**src/rtl/core/line_pixel_stepper_unit_macros.svh**
```systemverilog
// ----------------------------------------------------------------------------
// line pixel stepper assertion macros
// shared property shorthands for the stepper rtl
// ----------------------------------------------------------------------------
`ifndef LINE_PIXEL_STEPPER_UNIT_MACROS_SVH
`define LINE_PIXEL_STEPPER_UNIT_MACROS_SVH

// same-cycle implication, checked outside reset
`define LPS_ASSERT_NOW(label, clk, rst, ante, cons) \
  label: assert property (@(posedge clk) disable iff (rst) (ante) |-> (cons)) \
    else $error("lps assertion failed");

// next-cycle implication, checked outside reset
`define LPS_ASSERT_NEXT(label, clk, rst, ante, cons) \
  label: assert property (@(posedge clk) disable iff (rst) (ante) |=> (cons)) \
    else $error("lps assertion failed");

`endif

```
**src/rtl/core/lps_pkg.sv**
```systemverilog
// ----------------------------------------------------------------------------
// lps_pkg
// shared types and codes of the line pixel stepper
// ----------------------------------------------------------------------------
`default_nettype none

package lps_pkg;

  localparam logic CMD_LOAD = 1'b0;
  localparam logic CMD_STEP = 1'b1;

  // classification of one word as it travels from front to back
  typedef struct packed {
    logic is_load;
    logic dir_a;
    logic dir_b;
    logic fin;
  } lps_ctrl_t;

endpackage

`default_nettype wire

```
**src/rtl/core/line_pixel_stepper_unit.sv**
```systemverilog
// ----------------------------------------------------------------------------
// line_pixel_stepper_unit
// bresenham line rasterizer, one pixel word per input word
// ----------------------------------------------------------------------------
// A load word (cmd 0) sets up a line and returns its start pixel; each step
// word (cmd 1) returns the next pixel toward the end point, with last set on
// the end pixel. A step with no line in flight returns a word with valid_res
// low and all other fields zero. Every input word gives exactly one output
// word, tagged with draw_color as written on the config port (write it only
// while the unit is idle). The unit takes one word per clock while in_stall is
// low; each input word passes the input stage, the two-entry queue and the
// output register in that order. The back end does the per-step error update
// and coordinate move combinationally, which sets the one-per-clock rate.
`default_nettype none

module line_pixel_stepper_unit #(
  parameter int COORD_BITS = 12
) (
  input  wire logic                  clk,
  input  wire logic                  rst,
  input  wire logic                  cfg_wr_en,
  input  wire logic [23:0]           cfg_wr_data,
  input  wire logic                  in_valid,
  output logic                       in_stall,
  input  wire logic                  cmd,
  input  wire logic [COORD_BITS-1:0] start_a,
  input  wire logic [COORD_BITS-1:0] start_b,
  input  wire logic [COORD_BITS-1:0] end_a,
  input  wire logic [COORD_BITS-1:0] end_b,
  output logic                       out_valid,
  input  wire logic                  out_stall,
  output logic                       valid_res,
  output logic [COORD_BITS-1:0]      pos_a,
  output logic [COORD_BITS-1:0]      pos_b,
  output logic [23:0]                pixel_color,
  output logic                       last
);
  import lps_pkg::*;

  localparam int ITEM_W = 6 * COORD_BITS + $bits(lps_ctrl_t);

  logic              q_push;
  logic              q_full;
  logic [ITEM_W-1:0] q_wr_data;
  logic              q_pop;
  logic              q_not_empty;
  logic [ITEM_W-1:0] q_rd_data;

  lps_front #(
    .COORD_BITS (COORD_BITS),
    .ITEM_W     (ITEM_W)
  ) u_front (
    .clk      (clk),
    .rst      (rst),
    .in_valid (in_valid),
    .in_stall (in_stall),
    .cmd      (cmd),
    .start_a  (start_a),
    .start_b  (start_b),
    .end_a    (end_a),
    .end_b    (end_b),
    .q_full   (q_full),
    .q_push   (q_push),
    .q_data   (q_wr_data)
  );

  lps_queue #(
    .ITEM_W (ITEM_W)
  ) u_queue (
    .clk       (clk),
    .rst       (rst),
    .push      (q_push),
    .push_data (q_wr_data),
    .full      (q_full),
    .pop       (q_pop),
    .not_empty (q_not_empty),
    .pop_data  (q_rd_data)
  );

  lps_back #(
    .COORD_BITS (COORD_BITS),
    .ITEM_W     (ITEM_W)
  ) u_back (
    .clk         (clk),
    .rst         (rst),
    .cfg_wr_en   (cfg_wr_en),
    .cfg_wr_data (cfg_wr_data),
    .q_valid     (q_not_empty),
    .q_data      (q_rd_data),
    .q_pop       (q_pop),
    .out_valid   (out_valid),
    .out_stall   (out_stall),
    .valid_res   (valid_res),
    .pos_a       (pos_a),
    .pos_b       (pos_b),
    .pixel_color (pixel_color),
    .last        (last)
  );

endmodule

`default_nettype wire

```
**src/rtl/core/lps_front.sv**
```systemverilog
// ----------------------------------------------------------------------------
// lps_front
// accepts input words, classifies them and precomputes line setup
// ----------------------------------------------------------------------------
`default_nettype none

module lps_front #(
  parameter int COORD_BITS = 12,
  parameter int ITEM_W     = 6 * COORD_BITS + $bits(lps_pkg::lps_ctrl_t)
) (
  input  wire logic                  clk,
  input  wire logic                  rst,
  input  wire logic                  in_valid,
  output logic                       in_stall,
  input  wire logic                  cmd,
  input  wire logic [COORD_BITS-1:0] start_a,
  input  wire logic [COORD_BITS-1:0] start_b,
  input  wire logic [COORD_BITS-1:0] end_a,
  input  wire logic [COORD_BITS-1:0] end_b,
  input  wire logic                  q_full,
  output logic                       q_push,
  output logic [ITEM_W-1:0]          q_data
);
  import lps_pkg::*;

  logic                  held;
  logic                  accept;
  lps_ctrl_t             ctrl_in;
  logic [COORD_BITS-1:0] delta_a_in;
  logic [COORD_BITS-1:0] delta_b_in;

  assign in_stall = held && q_full;
  assign accept   = in_valid && !in_stall;
  assign q_push   = held && !q_full;

  always_comb begin
    ctrl_in.is_load = (cmd == CMD_LOAD);
    ctrl_in.dir_a   = !(start_a < end_a);
    ctrl_in.dir_b   = !(start_b < end_b);
    ctrl_in.fin     = (start_a == end_a) && (start_b == end_b);
    delta_a_in      = ctrl_in.dir_a ? (start_a - end_a) : (end_a - start_a);
    delta_b_in      = ctrl_in.dir_b ? (start_b - end_b) : (end_b - start_b);
  end

  always_ff @(posedge clk) begin
    if (rst) begin
      held <= 1'b0;
    end else if (accept) begin
      held <= 1'b1;
    end else if (!q_full) begin
      held <= 1'b0;
    end
  end

  always_ff @(posedge clk) begin
    if (accept) begin
      q_data <= {ctrl_in, start_a, start_b, end_a, end_b, delta_a_in, delta_b_in};
    end
  end

endmodule

`default_nettype wire

```
**src/rtl/core/lps_queue.sv**
```systemverilog
// ----------------------------------------------------------------------------
// lps_queue
// two-entry fifo between the front and the back
// ----------------------------------------------------------------------------
`default_nettype none

module lps_queue #(
  parameter int ITEM_W = 76
) (
  input  wire logic              clk,
  input  wire logic              rst,
  input  wire logic              push,
  input  wire logic [ITEM_W-1:0] push_data,
  output logic                   full,
  input  wire logic              pop,
  output logic                   not_empty,
  output logic [ITEM_W-1:0]      pop_data
);

  logic [ITEM_W-1:0] slots [2];
  logic              wr_ptr;
  logic              rd_ptr;
  logic [1:0]        count;

  assign full      = (count == 2'd2);
  assign not_empty = (count != 2'd0);
  assign pop_data  = slots[rd_ptr];

  always_ff @(posedge clk) begin
    if (rst) begin
      wr_ptr <= 1'b0;
      rd_ptr <= 1'b0;
      count  <= 2'd0;
    end else begin
      if (push) begin
        wr_ptr <= !wr_ptr;
      end
      if (pop) begin
        rd_ptr <= !rd_ptr;
      end
      if (push && !pop) begin
        count <= count + 2'd1;
      end else if (pop && !push) begin
        count <= count - 2'd1;
      end
    end
  end

  always_ff @(posedge clk) begin
    if (push) begin
      slots[wr_ptr] <= push_data;
    end
  end

endmodule

`default_nettype wire

```
**src/rtl/core/lps_back.sv**
```systemverilog
// ----------------------------------------------------------------------------
// lps_back
// line state, bresenham step and registered pixel output
// ----------------------------------------------------------------------------
`default_nettype none
`include "line_pixel_stepper_unit_macros.svh"

module lps_back #(
  parameter int COORD_BITS = 12,
  parameter int ITEM_W     = 6 * COORD_BITS + $bits(lps_pkg::lps_ctrl_t)
) (
  input  wire logic                  clk,
  input  wire logic                  rst,
  input  wire logic                  cfg_wr_en,
  input  wire logic [23:0]           cfg_wr_data,
  input  wire logic                  q_valid,
  input  wire logic [ITEM_W-1:0]     q_data,
  output logic                       q_pop,
  output logic                       out_valid,
  input  wire logic                  out_stall,
  output logic                       valid_res,
  output logic [COORD_BITS-1:0]      pos_a,
  output logic [COORD_BITS-1:0]      pos_b,
  output logic [23:0]                pixel_color,
  output logic                       last
);
  import lps_pkg::*;

  localparam int EW = COORD_BITS + 2;
  localparam logic [COORD_BITS-1:0] ONE = {{(COORD_BITS-1){1'b0}}, 1'b1};

  lps_ctrl_t             ctrl;
  logic [COORD_BITS-1:0] in_sa, in_sb, in_ea, in_eb, in_da, in_db;

  logic [23:0]           draw_color;
  logic                  active;
  logic [COORD_BITS-1:0] cur_a, cur_b, tgt_a, tgt_b, delta_a, delta_b;
  logic                  dir_a, dir_b;
  logic signed [EW-1:0]  err_acc;
  logic signed [EW-1:0]  diff_ab;

  logic signed [EW:0]    e2;
  logic                  step_a, step_b;
  logic signed [EW-1:0]  err_adj;
  logic [COORD_BITS-1:0] cur_a_next, cur_b_next;
  logic                  step_fin;
  logic signed [EW-1:0]  load_diff;

  assign {ctrl, in_sa, in_sb, in_ea, in_eb, in_da, in_db} = q_data;

  assign q_pop = q_valid && (!out_valid || !out_stall);

  always_comb begin
    e2        = {err_acc, 1'b0};
    step_a    = e2 > -$signed({3'b000, delta_b});
    step_b    = e2 < $signed({3'b000, delta_a});
    if (step_a && step_b) begin
      err_adj = diff_ab;
    end else if (step_a) begin
      err_adj = -$signed({2'b00, delta_b});
    end else if (step_b) begin
      err_adj = $signed({2'b00, delta_a});
    end else begin
      err_adj = '0;
    end
    cur_a_next = cur_a;
    if (step_a) begin
      cur_a_next = dir_a ? (cur_a - ONE) : (cur_a + ONE);
    end
    cur_b_next = cur_b;
    if (step_b) begin
      cur_b_next = dir_b ? (cur_b - ONE) : (cur_b + ONE);
    end
    step_fin  = (cur_a_next == tgt_a) && (cur_b_next == tgt_b);
    load_diff = $signed({2'b00, in_da}) - $signed({2'b00, in_db});
  end

  always_ff @(posedge clk) begin
    if (rst) begin
      draw_color <= '0;
      active     <= 1'b0;
      out_valid  <= 1'b0;
    end else begin
      if (cfg_wr_en) begin
        draw_color <= cfg_wr_data;
      end
      if (q_pop) begin
        out_valid <= 1'b1;
        if (ctrl.is_load) begin
          active <= !ctrl.fin;
        end else if (active && step_fin) begin
          active <= 1'b0;
        end
      end else if (!out_stall) begin
        out_valid <= 1'b0;
      end
    end
  end

  // line state and output word, no reset needed
  always_ff @(posedge clk) begin
    if (q_pop) begin
      if (ctrl.is_load) begin
        cur_a       <= in_sa;
        cur_b       <= in_sb;
        tgt_a       <= in_ea;
        tgt_b       <= in_eb;
        delta_a     <= in_da;
        delta_b     <= in_db;
        dir_a       <= ctrl.dir_a;
        dir_b       <= ctrl.dir_b;
        err_acc     <= load_diff;
        diff_ab     <= load_diff;
        valid_res   <= 1'b1;
        pos_a       <= in_sa;
        pos_b       <= in_sb;
        pixel_color <= draw_color;
        last        <= ctrl.fin;
      end else if (active) begin
        cur_a       <= cur_a_next;
        cur_b       <= cur_b_next;
        err_acc     <= err_acc + err_adj;
        valid_res   <= 1'b1;
        pos_a       <= cur_a_next;
        pos_b       <= cur_b_next;
        pixel_color <= draw_color;
        last        <= step_fin;
      end else begin
        // step with no line in flight
        valid_res   <= 1'b0;
        pos_a       <= '0;
        pos_b       <= '0;
        pixel_color <= '0;
        last        <= 1'b0;
      end
    end
  end

  `LPS_ASSERT_NOW(a_last_is_pixel, clk, rst, out_valid && last, valid_res)
  `LPS_ASSERT_NOW(a_empty_word_zero, clk, rst, out_valid && !valid_res,
    pos_a == '0 && pos_b == '0 && pixel_color == '0 && !last)
  `LPS_ASSERT_NOW(a_active_off_end, clk, rst, active,
    !(cur_a == tgt_a && cur_b == tgt_b))
  `LPS_ASSERT_NEXT(a_point_load_idle, clk, rst, q_pop && ctrl.is_load && ctrl.fin,
    !active)

endmodule

`default_nettype wire

```
**config.mk**
```make
export PLATFORM = sky130hd
export DESIGN_NAME = line_pixel_stepper_unit
export DESIGN_NICKNAME = d
export VERILOG_FILES = /design/src/rtl/core/lps_pkg.sv /design/src/rtl/core/line_pixel_stepper_unit.sv /design/src/rtl/core/lps_front.sv /design/src/rtl/core/lps_queue.sv /design/src/rtl/core/lps_back.sv
export VERILOG_INCLUDE_DIRS = /design/src /design/src/rtl/core
export SDC_FILE = /design/constraint.sdc
export NUM_CORES = 1
export LEC_CHECK = 0
export BUFFER_PORTS_ARGS = -buffer_cell sky130_fd_sc_hd__buf_2
export CAP_MARGIN = 0
export CORE_AREA = 2 2 215 217
export DETAILED_ROUTE_END_ITERATION = 6
export DIE_AREA = 0 0 217 219
export PLACE_DENSITY = 0.61
export REMOVE_ABC_BUFFERS = 1
export SYNTH_ARGS = -nofsm -noshare
export SYNTH_HDL_FRONTEND = slang
export SYNTH_SLANG_ARGS = --single-unit
export TNS_END_PERCENT = 20
```
**constraint.sdc**
```tcl
create_clock -name clk -period 7.1 [get_ports clk]
set_input_delay 0.355 -clock clk [delete_from_list [all_inputs] [get_ports clk]]
set_output_delay 0.355 -clock clk [all_outputs]
set_load 0.01 [all_outputs]
```
; Yosys cells after proc, flatten, opt, wreduce, memory -nomap -nowiden
; Memory sizes are Yosys's and may differ from the RTL's. A register that Yosys moved wholly into a read port is not among the register bits.
; Cells that the tools add are included.
[word_totals]
wordCells = 115
ramBits = 152
inputBits = 78
mem_count = 1
ff_bits = 259
[op_classes]
add_sub_neg = 14
eq_ne = 7
order_cmp = 4
mux = 36
reduce_logical = 29
bitwise = 1
[memory_table]
columns = name, words, word_bits, rd, rd_clocked_by_memory_dff, write_ports, line_no
row1 = u_queue.slots, 2, 76, 1, 1, 1, lps_queue.sv:20  ; logic [ITEM_W-1:0] slots [2];
[ops]
columns = op, count
row1 = 2-to-1 mux 12 bit, 15
row2 = 2-to-1 mux 14 bit, 4
row3 = equality test 12 bit, 4
row4 = 2-to-1 mux 24 bit, 2
row5 = subtractor 12 bit, 4
row6 = adder 12 x 1 -> 12 bit (second input constant), 2
row7 = < comparator 12 bit, 2
row8 = subtractor 12 x 1 -> 12 bit (second input constant), 2
row9 = > comparator 15 bit, 1
row10 = < comparator 15 x 13 -> 1 bit, 1
row11 = negator 12 -> 15 bit, 1
row12 = adder 14 bit, 1
row13 = negator 12 -> 14 bit, 1
row14 = 2-to-1 mux 1 bit, 13
row15 = subtractor 12 x 12 -> 13 bit, 1
row16 = logical NOT 1 bit, 11
row17 = logical AND 1 bit, 10
row18 = nonzero test 2 bit, 4
row19 = AND reduction 2 bit, 3
row20 = 2-to-1 mux 2 bit, 2
row21 = adder 2 x 1 -> 2 bit (second input constant), 1
row22 = equality test 2 bit (second input constant), 1
row23 = inequality test 2 x 1 -> 1 bit (second input constant), 1
row24 = inequality test 2 bit (second input constant), 1
row25 = other kinds (3), 3

; Longest topological paths before layout
; Gate-level depths: netlist of the first run.
[logic_depth]
word_depth = 8
mapped_depth = 31
depth_no_buf = 28

; Modules after synthesis
; A second synthesis of the first run with hierarchy kept.
[hier_totals]
cells_unflattened = 1590
area_unflattened_um2 = 20649.8
[modules_own_cells]
columns = mod, area_each_um2, n_inst, cells_per_inst
row1 = lps_back, 10224.8, 1, 925
row2 = lps_queue, 5845.6, 1, 258
row3 = lps_front, 4579.4, 1, 407

; Least setup slack after synthesis of the first run
; Ideal clock, no wire load.
[synth_timing]
kind = register -> register
startpoint = reg u_back.delta_b[2]
endpoint = reg u_back.err_acc[10], data pin
slack_ps = 1355
t_required_ps = 6840
stages_incl_launch_ff = 32
setup_time_ps = 260
path_buffers = 3
t_arrival_ps = 5485
cell_sequence = edfxtp_1 -> nor2_1 -> nand2_1 -> nor4_1 -> nand2b_1 -> or4_1 -> nor2_1 -> ha_1 -> a21o_1 -> a21oi_1 -> o31ai_1 -> o211a_1 -> or2_1 -> buf_2 -> clkbuf_1 -> nor2_1 -> clkbuf_1 -> nand2_1 -> o21ai_0 -> ha_1 -> inv_1 -> fa_1 -> nor2b_1 -> o21ai_0 -> a21boi_0 -> o21a_1 -> o21a_1 -> o21ai_0 -> a21oi_1 -> nor2_1 -> xnor2_1 -> mux2_2
[synth_via]
elab_chain_cells = 7
word_cells_on_any_way = 9
classes_between = 3 x add/sub / 1 x order compare / 4 x mux / 1 x reduce/logical
[synth_rtl]
columns = element, line_no
row1 = "start, declared", lps_back.sv:37  ; logic [COORD_BITS-1:0] cur_a, cur_b, tgt_a, tgt_b, delta_a, delta_b;
row2 = "start signal, assigned", lps_back.sv:109  ; delta_b <= in_db;
row3 = negator 12 -> 15 bit, lps_back.sv:55  ; step_a = e2 > -$signed({3'b000, delta_b});
row4 = > comparator 15 bit, lps_back.sv:55
row5 = 2-to-1 mux 14 bit or logical AND 1 bit (tied branches), "lps_back.sv:59, lps_back.sv:57"
row6 = 2-to-1 mux 14 bit *, lps_back.sv:57  ; if (step_a && step_b) begin
row7 = adder 14 bit *, lps_back.sv:122  ; err_acc <= err_acc + err_adj;
row8 = 2-to-1 mux 14 bit *, lps_back.sv:119  ; end else if (active) begin
row9 = 2-to-1 mux 14 bit *, lps_back.sv:103  ; if (ctrl.is_load) begin
row10 = "end signal, assigned", lps_back.sv:112  ; err_acc <= load_diff;
row11 = "end signal, assigned", lps_back.sv:122
row12 = "end, declared", lps_back.sv:39  ; logic signed [EW-1:0] err_acc;
; Every way passes the cells marked *; elsewhere a longest branch is shown, timed or not. The select of a mux whose other input is x is not followed.
; A chain may end at the register's enable or synchronous reset.

; Worst setup path in the final report of the first run
[layout_timing]
startpoint = reg u_back.delta_b[0]
endpoint = reg u_back.err_acc[12], data pin
; The elaborated chain is that of the path after synthesis.

==> run_summary.xml, run 1 <==
<?xml version="1.0" encoding="UTF-8"?>
<metrics>
  <group name="die">
    <metric name="initial_core_util" unit="">0.4480</metric>
    <metric name="floorplan.rows" unit="">78</metric>
    <metric name="dieWidth" unit="um">217</metric>
    <metric name="chipHeight" unit="um">219</metric>
    <metric name="design.die.area" unit="um^2">47520</metric>
    <metric name="pin_count" unit="">130</metric>
    <metric name="placeableCoreArea" unit="um^2">45090</metric>
  </group>
  <group name="sta">
    <metric name="fmax" unit="MHz">161.5</metric>
    <metric name="report.final.setup_viol" unit="">0</metric>
    <metric name="tns" unit="ps">0</metric>
    <metric name="slew-limit-headroom" unit="">0.3160</metric>
    <metric name="final-hold-violation-count" unit="">0</metric>
    <metric name="min_period" unit="ps">6194</metric>
    <metric name="timing.clock.skew" unit="ps">12.28</metric>
    <metric name="worstMarginPinSlew" unit="ps">1023</metric>
    <metric name="final_clock_period_utilization_by_the_worst_path" unit="">0.8723</metric>
    <metric name="maxSlewViolCount" unit="">0</metric>
    <metric name="unrepaired_setup_endpoints_after_global_routing" unit="">no</metric>
    <metric name="timing.hold.ws" unit="ps">27.83</metric>
  </group>
  <group name="logic_synthesis">
    <metric name="synth_area" unit="um^2">20200</metric>
    <metric name="yosys.area.top_type_share" unit="">0.5634</metric>
    <metric name="synthCells" unit="">1589</metric>
    <metric name="post-synth-top-count-cell" unit="">sky130_fd_sc_hd__edfxtp_1</metric>
    <metric name="synth.avg_cell_area" unit="um^2">12.71</metric>
    <metric name="post_synth_num_cell_types" unit="">74</metric>
    <metric name="yosys_warnings" unit="">0</metric>
    <metric name="synth.ff_latch_count" unit="">411</metric>
    <metric name="synth_edf_count" unit="">379</metric>
    <metric name="yosysTopAreaCell" unit="">sky130_fd_sc_hd__edfxtp_1</metric>
    <metric name="synth_ff_type" unit="">sky130_fd_sc_hd__edfxtp_1</metric>
    <metric name="yosysSeqAreaShare" unit="">0.5951</metric>
    <metric name="ys_async_sr_fraction" unit="">0</metric>
    <metric name="synth_area_leaders" unit="">sky130_fd_sc_hd__edfxtp_1 (56%), sky130_fd_sc_hd__ha_1 (7.4%), sky130_fd_sc_hd__mux2i_1 (3.2%), sky130_fd_sc_hd__dfxtp_1 (3.2%), sky130_fd_sc_hd__xnor2_1 (2.5%)</metric>
    <metric name="synth_commonest_cells" unit="">sky130_fd_sc_hd__edfxtp_1 (379), sky130_fd_sc_hd__inv_1 (124), sky130_fd_sc_hd__ha_1 (120)</metric>
  </group>
  <group name="cells_and_area">
    <metric name="areaGrowthSynthToFinish" unit="%">15.74</metric>
    <metric name="share_of_layout_cells_above_drive_strength_1" unit="">0.1523</metric>
    <metric name="finalNetCount" unit="">1964</metric>
  </group>
  <group name="clocking">
    <metric name="cts_inserted_buffers" unit="">43</metric>
    <metric name="ctsRootBufferMaster" unit="">sky130_fd_sc_hd__clkbuf_16</metric>
    <metric name="path_clk_slew" unit="ps">60</metric>
    <metric name="post-cts-setup-buffer-count" unit="">0</metric>
    <metric name="clock_sink_count" unit="">411</metric>
    <metric name="htree_num_levels" unit="">2</metric>
    <metric name="clock_path_buffers" unit="">3</metric>
    <metric name="tritoncts_clock_tree" unit="">built</metric>
    <metric name="clock_insertion_delay_at_the_later_pin_of_the_skew_report" unit="ps">570</metric>
  </group>
  <group name="critical_path">
    <metric name="worst_path_largest_cell_delay" unit="ps">660</metric>
    <metric name="worst-endpoint-arrival" unit="ps">6500</metric>
    <metric name="crit_path_top_delay_cell" unit="">sky130_fd_sc_hd__nor4_1</metric>
    <metric name="setup.worst_path.start_class" unit="">flip-flop</metric>
    <metric name="cp_max_fo" unit="">12</metric>
    <metric name="cp.required" unit="ps">7410</metric>
    <metric name="worst_setup_path_end_kind" unit="">flip-flop</metric>
    <metric name="path_class" unit="">flip-flop to flip-flop</metric>
  </group>
  <group name="power">
    <metric name="peakVddDrop" unit="V">0.0002161</metric>
    <metric name="p_leak" unit="nW">9.118</metric>
    <metric name="power_per_cell_area" unit="nW/um^2">439.7</metric>
  </group>
  <group name="placed_design">
    <metric name="placement.io_buffers" unit="">129</metric>
    <metric name="place.gp.congestion" unit="">0.8986</metric>
    <metric name="place_hpwl" unit="mm">32.67</metric>
  </group>
  <group name="routing">
    <metric name="drt_iter0_drc" unit="">823</metric>
    <metric name="routedWlPerCell" unit="um">19.45</metric>
    <metric name="num_vias" unit="">12773</metric>
    <metric name="routed_via_density" unit="">5.335</metric>
    <metric name="post-route-drc-count" unit="">0</metric>
    <metric name="ant_nets" unit="">0</metric>
    <metric name="route.final.wire_length" unit="mm">46.57</metric>
    <metric name="drt_pass1_iterations" unit="">5</metric>
  </group>
  <group name="global_route">
    <metric name="grt_pass1_vias" unit="">12433</metric>
    <metric name="globalRouteOverflowTotal" unit="">0</metric>
    <metric name="grt_antenna_before_repair" unit="">4</metric>
    <metric name="grt_first_pass_wirelength" unit="mm">71.07</metric>
    <metric name="grtUsageTotal" unit="">0.1960</metric>
    <metric name="grt_max_degree" unit="">98</metric>
  </group>
  <group name="outcome">
    <metric name="run_status" unit="">finished clean</metric>
  </group>
  <group name="job">
    <metric name="drv.max_cap_violation_count" unit="">0</metric>
  </group>
  <group name="worst_hold_path">
    <metric name="min-delay-path-class" unit="">input port to flip-flop</metric>
  </group>
</metrics>
==> metal layers <==
layer  global-route usage  share of wire  vias to the layer above
li1                     -              -                     6182
met1               0.2632           0.45                     6233
met2               0.3257           0.48                      268
met3              0.03507          0.043                       84
met4              0.05753          0.026                        6
met5                    0        0.00084                        -
==> report_power, final <==
| group | switching, mW | internal [mW] |
|---|---|---|
| combinational | 2.49 | 1.66 |
| sequential | 0.310 | 3.44 |
| clock | 0.945 | 1.43 |
==> flip-flops by register name (all words and copies together) (netlist names), 2 cells and up, named ones only <==
| register | count |
|---|---|
| u_queue.slots | 152 |
| u_front.q_data | 76 |
| u_back.cur_b | 12 |
| u_back.pos_a | 12 |
| u_back.delta_b | 12 |
| u_back.tgt_a | 12 |
| u_queue.count | 2 |
| u_back.err_acc | 14 |
| u_back.pos_b | 12 |
| u_back.delta_a | 12 |
| u_back.diff_ab | 13 |
| u_back.pixel_color | 24 |
| u_back.cur_a | 12 |
| u_back.tgt_b | 12 |
| u_back.draw_color | 24 |
==> critical path, delay by kind of cell, from the launching register on <==
kind	cells	cell delay, ps
compound gates	10	1880
xor+xnor	1	180
fa+ha+maj	3	830
buf+inv	3	340
flops	1	430
simple gates	8	2280
==> timing repair <==
item,in CTS,in global routing
resized for setup,0,0
hold endpoints to repair,27,2
hold buffers,27,2
==> cell type report <==
class / instances / area, um^2
flip-flops and latches: 411 / 12030
fillers: 3920 / 21710
repair buffers: 175 / 1076
diodes: 1 / 2.502
well taps: 600 / 750.7
multi-input cells: 1003 / 7559
clock buffers: 54 / 1170
inverters: 124 / 465.4
clock inverters: 26 / 330.3
==> cells in the final DEF (no fill, tap or decap), drive strengths merged, types with 5 or more instances in the layout <==
cell type | netlist | routed
edfxtp | 379 | 379
bufinv | 0 | 7
mux2i | 65 | 65
xnor2 | 58 | 58
fa | 8 | 8
o21a | 8 | 8
and3 | 7 | 7
a21oi | 87 | 87
nand2b | 9 | 9
nand3b | 6 | 6
nand4 | 7 | 7
clkbuf | 40 | 54
a21o | 22 | 22
nor2b | 55 | 55
nand3 | 10 | 10
nor3 | 28 | 28
buf | 11 | 146
nor2 | 95 | 95
mux2 | 44 | 44
o21ai | 76 | 76
nor4 | 6 | 6
xor2 | 45 | 45
ha | 120 | 120
inv | 124 | 128
a211oi | 28 | 28
and2 | 31 | 31
clkinv | 0 | 14
o221ai | 5 | 5
o2111ai | 5 | 5
nand2 | 72 | 72
a22o | 11 | 11
o211ai | 5 | 5
dlygate4sd3 | 0 | 29
a31oi | 17 | 17
dfxtp | 32 | 32
o31ai | 5 | 5
o21bai | 8 | 8
==> kinds of logic after synthesis <==
group	Yosys count	share of synthesized area
XOR/XNOR	104	0.04578
flip-flops	411	0.5951
buffers and inverters	175	0.03258
adder cells (fa/ha/maj)	128	0.08226
AND/OR/NAND/NOR	345	0.08573
multiplexers	109	0.05674
AO/OA/AOI/OAI	317	0.1018
==> stage by stage <==
step / util / instances / instance area (um^2) / power (mW) / setup WS, ps
after global routing: 0.5185 / 2394 / 23380 / 10.97 / 354.9
after floorplan: - / 1538 / 20010 / 6.629 / 539.3
after CTS: 0.5180 / 2391 / 23360 / 10.38 / 973.5
final: 0.5185 / 2394 / 23380 / 10.28 / 906.5
after global placement: 0.4787 / 2284 / 21590 / 7.886 / 1219
after detailed placement: 0.4787 / 2284 / 21590 / 7.943 / 994.1
==> worst paths after layout <==
| kind | depth (start not counted) | end | slack, ps | start |
|---|---|---|---|---|
| worst max-delay path | 25 | u_back.err_acc[12]$_DFFE_PP_ | 910 | u_back.delta_b[0]$_DFFE_PP_ |
| worst min-delay path | 1 | u_front.q_data[38]$_DFFE_PP_ | 30 | end_a[2] |
| worst max register to register | 25 | u_back.err_acc[12]$_DFFE_PP_ | 910 | u_back.delta_b[0]$_DFFE_PP_ |
| worst min register to register | 0 | u_queue.slots[0][33]$_DFFE_PP_ | 440 | u_front.q_data[33]$_DFFE_PP_ |
No activity file was read; power rests on OpenSTA's default activity.
==> run 2: changes to the inputs <==
--- a/config.mk
+++ b/config.mk
@@ -8,12 +8,13 @@
 export LEC_CHECK = 0
 export BUFFER_PORTS_ARGS = -buffer_cell sky130_fd_sc_hd__buf_2
 export CAP_MARGIN = 0
-export CORE_AREA = 2 2 215 217
+export CORE_AREA = 2 2 218 220
 export DETAILED_ROUTE_END_ITERATION = 6
-export DIE_AREA = 0 0 217 219
-export PLACE_DENSITY = 0.61
+export DIE_AREA = 0 0 220 222
+export PLACE_DENSITY = 0.6
 export REMOVE_ABC_BUFFERS = 1
 export SYNTH_ARGS = -nofsm -noshare
 export SYNTH_HDL_FRONTEND = slang
+export SYNTH_HIERARCHICAL = 1
 export SYNTH_SLANG_ARGS = --single-unit
 export TNS_END_PERCENT = 20
==> run 2 against run 1 <==
Compared with the run above: setup slack got worse by 130 ps; largest cell class unchanged; synthesized area up 2.2%; non-clock buffer count is 9 higher; critical path depth did not move; critical endpoint is now u_back/err_acc[13]$_DFFE_PP_; highest routed layer is now met4; die area increased by 2.8%.
==> run_summary.xml, run 2 <==
<?xml version="1.0" encoding="UTF-8"?>
<metrics>
  <group name="cells_and_area">
    <metric name="max_reg_flops" unit="">152</metric>
    <metric name="most_common_cell_after_layout_fill_and_taps_aside" unit="">sky130_fd_sc_hd__edfxtp_1</metric>
    <metric name="largest-register" unit="">u_queue/slots</metric>
    <metric name="finalNetCount" unit="">1977</metric>
    <metric name="n_fill_cell" unit="">4033</metric>
    <metric name="regArea" unit="um^2">12030</metric>
    <metric name="share_of_layout_cells_above_drive_strength_1" unit="">0.1794</metric>
    <metric name="layout_common_cells" unit="">sky130_fd_sc_hd__edfxtp_1 (379), sky130_fd_sc_hd__buf_2 (129), sky130_fd_sc_hd__ha_1 (120)</metric>
    <metric name="biggestRegsByFlops" unit="">u_queue/slots: 152 flops, u_front/q_data: 76 flops</metric>
    <metric name="multi_input_comb_area" unit="um^2">7969</metric>
    <metric name="areaGrowthSynthToFinish" unit="%">15.09</metric>
    <metric name="finalInstanceArea" unit="um^2">23770</metric>
  </group>
  <group name="logic_synthesis">
    <metric name="post_synth_num_cell_types" unit="">79</metric>
    <metric name="synth_area_leaders" unit="">sky130_fd_sc_hd__edfxtp_1 (55%), sky130_fd_sc_hd__ha_1 (7.3%), sky130_fd_sc_hd__dfxtp_1 (3.1%), sky130_fd_sc_hd__mux2_4 (2.9%), sky130_fd_sc_hd__mux2i_1 (2.6%)</metric>
    <metric name="synth_commonest_cells" unit="">sky130_fd_sc_hd__edfxtp_1 (379), sky130_fd_sc_hd__ha_1 (120), sky130_fd_sc_hd__inv_1 (110)</metric>
    <metric name="synth_ff_type" unit="">sky130_fd_sc_hd__edfxtp_1</metric>
    <metric name="synth.avg_cell_area" unit="um^2">12.99</metric>
    <metric name="synth_area" unit="um^2">20650</metric>
    <metric name="yosys_warnings" unit="">6</metric>
    <metric name="synthCells" unit="">1590</metric>
    <metric name="post-synth-top-count-cell" unit="">sky130_fd_sc_hd__edfxtp_1</metric>
    <metric name="yosys.area.top_type_share" unit="">0.5511</metric>
    <metric name="synth.ff_latch_count" unit="">411</metric>
    <metric name="yosysSeqAreaShare" unit="">0.5822</metric>
    <metric name="synth_edf_count" unit="">379</metric>
    <metric name="yosysTopAreaCell" unit="">sky130_fd_sc_hd__edfxtp_1</metric>
    <metric name="ys_async_sr_fraction" unit="">0</metric>
  </group>
  <group name="routing">
    <metric name="route.final.wire_length" unit="mm">48.57</metric>
    <metric name="ant_nets" unit="">0</metric>
    <metric name="drt_pass1_iterations" unit="">5</metric>
    <metric name="post-route-drc-count" unit="">0</metric>
    <metric name="num_vias" unit="">12970</metric>
    <metric name="drt_iter0_drc" unit="">784</metric>
    <metric name="routed_via_density" unit="">5.373</metric>
    <metric name="routedWlPerCell" unit="um">20.12</metric>
  </group>
  <group name="placed_design">
    <metric name="place.gp.congestion" unit="">0.8578</metric>
    <metric name="place_worst_setup_slack" unit="ps">867.2</metric>
    <metric name="placement.io_buffers" unit="">129</metric>
    <metric name="placedInstanceArea" unit="um^2">21920</metric>
    <metric name="place_hpwl" unit="mm">34.42</metric>
  </group>
  <group name="global_route">
    <metric name="grt_antenna_before_repair" unit="">1</metric>
    <metric name="grt.met2_usage" unit="">0.3296</metric>
    <metric name="grt_first_pass_wirelength" unit="mm">74.57</metric>
    <metric name="grt_pass1_vias" unit="">13294</metric>
    <metric name="globalRoute.busiestLayer" unit="">met2</metric>
    <metric name="grtUsageTotal" unit="">0.2001</metric>
    <metric name="grt_max_degree" unit="">70</metric>
    <metric name="globalRouteOverflowTotal" unit="">0</metric>
    <metric name="global_route.usage.met3" unit="">0.02867</metric>
    <metric name="global_route.usage.met1" unit="">0.2754</metric>
  </group>
  <group name="die">
    <metric name="initial_core_util" unit="">0.4464</metric>
    <metric name="design.die.area" unit="um^2">48840</metric>
    <metric name="chipHeight" unit="um">222</metric>
    <metric name="pin_count" unit="">130</metric>
    <metric name="dieWidth" unit="um">220</metric>
    <metric name="floorplan.rows" unit="">79</metric>
    <metric name="placeableCoreArea" unit="um^2">46260</metric>
  </group>
  <group name="worst_hold_path">
    <metric name="worst_hold_path.num_cells" unit="">1</metric>
    <metric name="timing.hold.worst.start" unit="">end_a[5]</metric>
    <metric name="min_to" unit="">u_front/q_data[41]$_DFFE_PP_</metric>
    <metric name="min-delay-path-class" unit="">input port to flip-flop</metric>
  </group>
  <group name="critical_path">
    <metric name="critical_path.top_delay_family" unit="">compound AO/OA/AOI/OAI gates</metric>
    <metric name="crit_path_top_delay_cell" unit="">sky130_fd_sc_hd__a2111oi_0</metric>
    <metric name="worst_path_largest_cell_delay" unit="ps">470</metric>
    <metric name="worst-endpoint-arrival" unit="ps">6630</metric>
    <metric name="critPathMostFrequentCell" unit="">sky130_fd_sc_hd__a21oi_1</metric>
    <metric name="setup.worst_path.start_class" unit="">flip-flop</metric>
    <metric name="cp.required" unit="ps">7410</metric>
    <metric name="r2r_cells" unit="">25</metric>
    <metric name="crit_buf_inv" unit="">1</metric>
    <metric name="path_class" unit="">flip-flop to flip-flop</metric>
    <metric name="r2r_setup_slack" unit="ps">780</metric>
    <metric name="timing.rr.end" unit="">u_back/err_acc[13]$_DFFE_PP_</metric>
    <metric name="cp_max_fo" unit="">12</metric>
    <metric name="worst_setup_path_end_kind" unit="">flip-flop</metric>
    <metric name="r2r_start" unit="">u_back/delta_b[2]$_DFFE_PP_</metric>
  </group>
  <group name="clocking">
    <metric name="ctsRootBufferMaster" unit="">sky130_fd_sc_hd__clkbuf_16</metric>
    <metric name="cts.repair.resized" unit="">0</metric>
    <metric name="clock_path_buffers" unit="">3</metric>
    <metric name="path_clk_slew" unit="ps">60</metric>
    <metric name="htree_num_levels" unit="">2</metric>
    <metric name="tritoncts_clock_tree" unit="">built</metric>
    <metric name="clock_sink_count" unit="">411</metric>
    <metric name="clock_insertion_delay_at_the_later_pin_of_the_skew_report" unit="ps">580</metric>
    <metric name="cts_inserted_buffers" unit="">45</metric>
  </group>
  <group name="sta">
    <metric name="final-hold-violation-count" unit="">0</metric>
    <metric name="tns" unit="ps">0</metric>
    <metric name="maxSlewViolCount" unit="">0</metric>
    <metric name="unrepaired_setup_endpoints_after_global_routing" unit="">no</metric>
    <metric name="final_clock_period_utilization_by_the_worst_path" unit="">0.8905</metric>
    <metric name="slew-limit-headroom" unit="">0.3257</metric>
    <metric name="worstMarginPinSlew" unit="ps">1011</metric>
    <metric name="min_period" unit="ps">6322</metric>
    <metric name="timing.final.ws_setup" unit="ps">777.6</metric>
    <metric name="fmax" unit="MHz">158.2</metric>
    <metric name="report.final.setup_viol" unit="">0</metric>
    <metric name="timing.clock.skew" unit="ps">22.51</metric>
  </group>
  <group name="power">
    <metric name="power_per_cell_area" unit="nW/um^2">422.6</metric>
    <metric name="p_leak" unit="nW">9.441</metric>
    <metric name="peakVddDrop" unit="V">0.0002249</metric>
  </group>
  <group name="job">
    <metric name="drv.max_cap_violation_count" unit="">0</metric>
  </group>
  <group name="outcome">
    <metric name="run_status" unit="">finished clean</metric>
  </group>
</metrics>
## run 2: logic make-up (layout without fill, tap and decap cells)
logic type                 Yosys count  in the layout  share of synthesized area
DFF                                411            411                     0.5822
and+or+nand+nor                    355            355                    0.08483
AOI/OAI and AO/OA                  302            302                    0.09567
buffers and inverters              160            376                    0.03387
muxes                              142            142                    0.08198
adders and majority gates          128            128                    0.08047
xor gates and xnor gates            92             92                    0.04102
other                                0              1                          0
## run 2: layout make-up
cell class              count  share of cell area
multi-input cells        1019              0.3353
well taps                 607             0.03196
diodes                      1           0.0001053
clock buffers              56             0.05170
repair buffers            184             0.04875
inverters                 110             0.01737
clock inverters            26            0.008844
flip-flops and latches    411              0.5060
## run 2: worst max-delay path by stage
stage / to / startpoint / cells after the start
after global routing: u_back/err_acc[13]$_DFFE_PP_ / u_back/delta_b[4]$_DFFE_PP_ / 25
after global placement: u_back/err_acc[13]$_DFFE_PP_ / u_back/delta_b[2]$_DFFE_PP_ / 25
after CTS: u_back/err_acc[13]$_DFFE_PP_ / u_back/delta_b[4]$_DFFE_PP_ / 25
after floorplan: u_back/cur_a[0]$_DFFE_PP_ / flip-flop / 3
final: u_back/err_acc[13]$_DFFE_PP_ / u_back/delta_b[2]$_DFFE_PP_ / 25
after detailed placement: u_back/err_acc[13]$_DFFE_PP_ / u_back/delta_b[4]$_DFFE_PP_ / 25
## run 2: per-stage QoR
step / power (mW) / util / hold slack (ps) / std cells
2_1_floorplan: 6.572 / - / 421.5 / 1540
3_3_place_gp: 7.738 / 0.4740 / 421.9 / 2291
3_5_place_dp: 7.796 / 0.4740 / 430.7 / 2291
4_1_cts: 10.11 / 0.5137 / 0.1381 / 2413
5_1_grt: 10.69 / 0.5138 / 4.644 / 2414
6_report: 10.04 / 0.5138 / 25.19 / 2414
## run 2: per-layer routing
layer | up-vias | routed length [um]
met5 | - | 0
met4 | 0 | 1200
met3 | 71 | 1797
met2 | 267 | 23310
met1 | 6407 | 22260
li1 | 6225 | -
## run 2: report_power, final
part           internal (mW)  switching, mW
Combinational           1.70           2.33
Clock                   1.31          0.946
Sequential              3.42          0.340
## run 2: what timing repair did
action,CTS,global route
setup buffers,0,0
hold buffers,40,0
hold endpoints to repair,40,0
## run 2: worst reg2reg max path, delay by kind of cell, from the launching register on
kind,cells,cell delay (ps)
AO/OA/AOI/OAI,12,2620
AND/OR/NAND/NOR,7,1560
adder cells (fa/ha/maj),2,580
flip-flops,1,450
XOR/XNOR,2,380
multiplexers,1,270
buffers and inverters,1,200
==> run 3: changes to the inputs <==
--- a/config.mk
+++ b/config.mk
@@ -11,7 +11,8 @@
 export CORE_AREA = 2 2 218 220
 export DETAILED_ROUTE_END_ITERATION = 6
 export DIE_AREA = 0 0 220 222
-export PLACE_DENSITY = 0.6
+export MAX_ROUTING_LAYER = met4
+export PLACE_DENSITY = 0.7
 export REMOVE_ABC_BUFFERS = 1
 export SYNTH_ARGS = -nofsm -noshare
 export SYNTH_HDL_FRONTEND = slang
==> run 3 against run 2 <==
Compared with the run above: via count up 1.2%; power is 2.0% higher; fmax grew 1.2%; clock skew fell by 5.1 ps; first-iteration DRC count increased by 19%; clock power is 8% higher; sequential share of layout area shrank 0.15 points; utilization is 0.15 points higher; setup slack better by 75 ps.
==> run_summary.xml, run 3 (synthesis results as in run 2) <==
<?xml version="1.0" encoding="UTF-8"?>
<metrics>
  <group name="outcome">
    <metric name="run_status" unit="">finished clean</metric>
  </group>
  <group name="die">
    <metric name="design.die.area" unit="um^2">48840</metric>
    <metric name="dieWidth" unit="um">220</metric>
    <metric name="placeableCoreArea" unit="um^2">46260</metric>
    <metric name="floorplan.rows" unit="">79</metric>
    <metric name="chipHeight" unit="um">222</metric>
    <metric name="initial_core_util" unit="">0.4464</metric>
    <metric name="pin_count" unit="">130</metric>
  </group>
  <group name="cells_and_area">
    <metric name="biggestRegsByFlops" unit="">u_queue/slots: 152 flops, u_front/q_data: 76 flops</metric>
    <metric name="finalNetCount" unit="">1971</metric>
    <metric name="largest-register" unit="">u_queue/slots</metric>
    <metric name="max_reg_flops" unit="">152</metric>
    <metric name="areaGrowthSynthToFinish" unit="%">15.43</metric>
    <metric name="most_common_cell_after_layout_fill_and_taps_aside" unit="">sky130_fd_sc_hd__edfxtp_1</metric>
    <metric name="share_of_layout_cells_above_drive_strength_1" unit="">0.1839</metric>
    <metric name="layout_common_cells" unit="">sky130_fd_sc_hd__edfxtp_1 (379), sky130_fd_sc_hd__buf_2 (129), sky130_fd_sc_hd__ha_1 (120)</metric>
  </group>
  <group name="sta">
    <metric name="maxSlewViolCount" unit="">0</metric>
    <metric name="final_clock_period_utilization_by_the_worst_path" unit="">0.8799</metric>
    <metric name="timing.clock.skew" unit="ps">17.36</metric>
    <metric name="tns" unit="ps">0</metric>
    <metric name="worstMarginPinSlew" unit="ps">1032</metric>
    <metric name="unrepaired_setup_endpoints_after_global_routing" unit="">no</metric>
    <metric name="slew-limit-headroom" unit="">0.3118</metric>
    <metric name="min_period" unit="ps">6248</metric>
    <metric name="report.final.setup_viol" unit="">0</metric>
    <metric name="fmax" unit="MHz">160.1</metric>
    <metric name="final-hold-violation-count" unit="">0</metric>
  </group>
  <group name="worst_hold_path">
    <metric name="min-delay-path-class" unit="">input port to flip-flop</metric>
    <metric name="timing.hold.worst.start" unit="">start_b[5]</metric>
    <metric name="min_to" unit="">u_front/q_data[53]$_DFFE_PP_</metric>
    <metric name="worst_hold_path.num_cells" unit="">1</metric>
  </group>
  <group name="clocking">
    <metric name="post-cts-setup-buffer-count" unit="">0</metric>
    <metric name="ctsRootBufferMaster" unit="">sky130_fd_sc_hd__clkbuf_16</metric>
    <metric name="clock_sink_count" unit="">411</metric>
    <metric name="cts_inserted_buffers" unit="">43</metric>
    <metric name="cts.repair.resized" unit="">0</metric>
    <metric name="tritoncts_clock_tree" unit="">built</metric>
    <metric name="path_clk_slew" unit="ps">60</metric>
    <metric name="clock_path_buffers" unit="">3</metric>
    <metric name="clock_insertion_delay_at_the_later_pin_of_the_skew_report" unit="ps">570</metric>
    <metric name="htree_num_levels" unit="">2</metric>
    <metric name="post_cts_hold_buffer_count" unit="">35</metric>
  </group>
  <group name="routing">
    <metric name="ant_nets" unit="">0</metric>
    <metric name="routed_via_density" unit="">5.451</metric>
    <metric name="routedWlPerCell" unit="um">20.02</metric>
    <metric name="drt_pass1_iterations" unit="">5</metric>
    <metric name="num_vias" unit="">13126</metric>
    <metric name="post-route-drc-count" unit="">0</metric>
    <metric name="route.final.wire_length" unit="mm">48.20</metric>
    <metric name="drt_iter0_drc" unit="">933</metric>
  </group>
  <group name="power">
    <metric name="power.total" unit="mW">10.24</metric>
    <metric name="peakVddDrop" unit="V">0.0002300</metric>
    <metric name="p_leak" unit="nW">9.465</metric>
    <metric name="power_per_cell_area" unit="nW/um^2">429.7</metric>
  </group>
  <group name="critical_path">
    <metric name="cp.required" unit="ps">7420</metric>
    <metric name="worst-endpoint-arrival" unit="ps">6560</metric>
    <metric name="critical_path.top_delay_family" unit="">compound AO/OA/AOI/OAI gates</metric>
    <metric name="r2r_setup_slack" unit="ps">850</metric>
    <metric name="r2r_cells" unit="">25</metric>
    <metric name="worst_setup_path_end_kind" unit="">flip-flop</metric>
    <metric name="timing.rr.end" unit="">u_back/err_acc[13]$_DFFE_PP_</metric>
    <metric name="worst_path_largest_cell_delay" unit="ps">460</metric>
    <metric name="r2r_start" unit="">u_back/delta_b[2]$_DFFE_PP_</metric>
    <metric name="crit_buf_inv" unit="">1</metric>
    <metric name="critPathMostFrequentCell" unit="">sky130_fd_sc_hd__a21oi_1</metric>
    <metric name="setup.worst_path.start_class" unit="">flip-flop</metric>
    <metric name="cp_max_fo" unit="">12</metric>
    <metric name="path_class" unit="">flip-flop to flip-flop</metric>
    <metric name="crit_path_top_delay_cell" unit="">sky130_fd_sc_hd__edfxtp_1</metric>
  </group>
  <group name="global_route">
    <metric name="grt_max_degree" unit="">68</metric>
    <metric name="globalRouteOverflowTotal" unit="">0</metric>
    <metric name="grt_antenna_before_repair" unit="">1</metric>
    <metric name="grt_first_pass_wirelength" unit="mm">74.18</metric>
    <metric name="grtUsageTotal" unit="">0.2040</metric>
    <metric name="grt_pass1_vias" unit="">13265</metric>
  </group>
  <group name="placed_design">
    <metric name="placement.io_buffers" unit="">129</metric>
    <metric name="place.gp.congestion" unit="">0.8954</metric>
    <metric name="place_hpwl" unit="mm">34.00</metric>
  </group>
  <group name="job">
    <metric name="drv.max_cap_violation_count" unit="">0</metric>
  </group>
</metrics>
run 3: cell types whose count changed in the layout (fill, tap and decap cells not counted):
| cell | previous run | this run |
|---|---|---|
| sky130_fd_sc_hd__dlygate4sd3_1 | 40 | 35 |
| sky130_fd_sc_hd__clkinvlp_4 | 3 | 6 |
| sky130_fd_sc_hd__buf_4 | 15 | 16 |
| sky130_fd_sc_hd__clkbuf_16 | 46 | 44 |
| sky130_fd_sc_hd__clkbuf_8 | 4 | 1 |
| sky130_fd_sc_hd__inv_16 | 1 | 0 |
| sky130_fd_sc_hd__bufinv_16 | 2 | 9 |
| sky130_fd_sc_hd__inv_6 | 1 | 2 |
| sky130_fd_sc_hd__clkbuf_1 | 6 | 4 |
| sky130_fd_sc_hd__clkinv_1 | 9 | 3 |
| sky130_fd_sc_hd__clkinv_2 | 8 | 7 |
| sky130_fd_sc_hd__clkinv_4 | 1 | 3 |
run 3: how the worst max path moves through the flow:
stage | startpoint | to | slack, ps | cells past startpoint
floorplan | flip-flop | u_back/cur_a[0]$_DFFE_PP_ | 890 | 3
global placement | u_back/delta_b[4]$_DFFE_PP_ | u_back/err_acc[13]$_DFFE_PP_ | 1060 | 25
detailed placement | u_back/delta_b[4]$_DFFE_PP_ | u_back/err_acc[13]$_DFFE_PP_ | 950 | 25
CTS | u_back/delta_b[2]$_DFFE_PP_ | u_back/err_acc[13]$_DFFE_PP_ | 900 | 25
global route | u_back/delta_b[2]$_DFFE_PP_ | u_back/err_acc[13]$_DFFE_PP_ | 460 | 25
finish | u_back/delta_b[2]$_DFFE_PP_ | u_back/err_acc[13]$_DFFE_PP_ | 850 | 25
run 3: cell type report:
| cell class | count | area [um^2] |
|---|---|---|
| timing repair buffer | 180 | 1116 |
| inverter | 110 | 412.9 |
| clock inverter | 31 | 421.7 |
| antenna | 1 | 2.502 |
| clock buffer | 49 | 1130 |
| tap | 607 | 759.5 |
| multi-input combinational | 1019 | 7969 |
| sequential | 411 | 12030 |
| fill | 3949 | 22420 |
run 3: routing by layer:
layer / GRT usage / part of all wire / up-vias
met4: 0.07383 / 0.030 / 0
li1: - / - / 6207
met5: - / 0 / -
met1: 0.2718 / 0.45 / 6459
met3: 0.02373 / 0.051 / 91
met2: 0.3221 / 0.47 / 369
run 3: stage by stage:
stage	hold slack, ps	instances	utilization	area (um^2)	setup WS (ps)
after detailed placement	430.2	2292	0.4741	21930	949.4
after CTS	0.8807	2407	0.5152	23830	895.5
after floorplan	421.5	1540	-	20360	889.0
after global placement	421.7	2292	0.4741	21930	1055
after global routing	7.924	2408	0.5153	23840	461.5
final	20.33	2408	0.5153	23840	852.4
run 3: worst register-to-register path, delay by kind of cell, from the launching register on:
family                   cells  cell delay (ps)
AO/OA/AOI/OAI               12             2610
AND/OR/NAND/NOR              7             1550
adder cells (fa/ha/maj)      2              570
flip-flops                   1              460
XOR/XNOR                     2              350
multiplexers                 1              260
buffers and inverters        1              200
run 3: report_power, final:
part	switching (mW)	internal [mW]
clock network	0.959	1.48
logic	2.34	1.70
registers	0.341	3.42
total	3.64	6.60
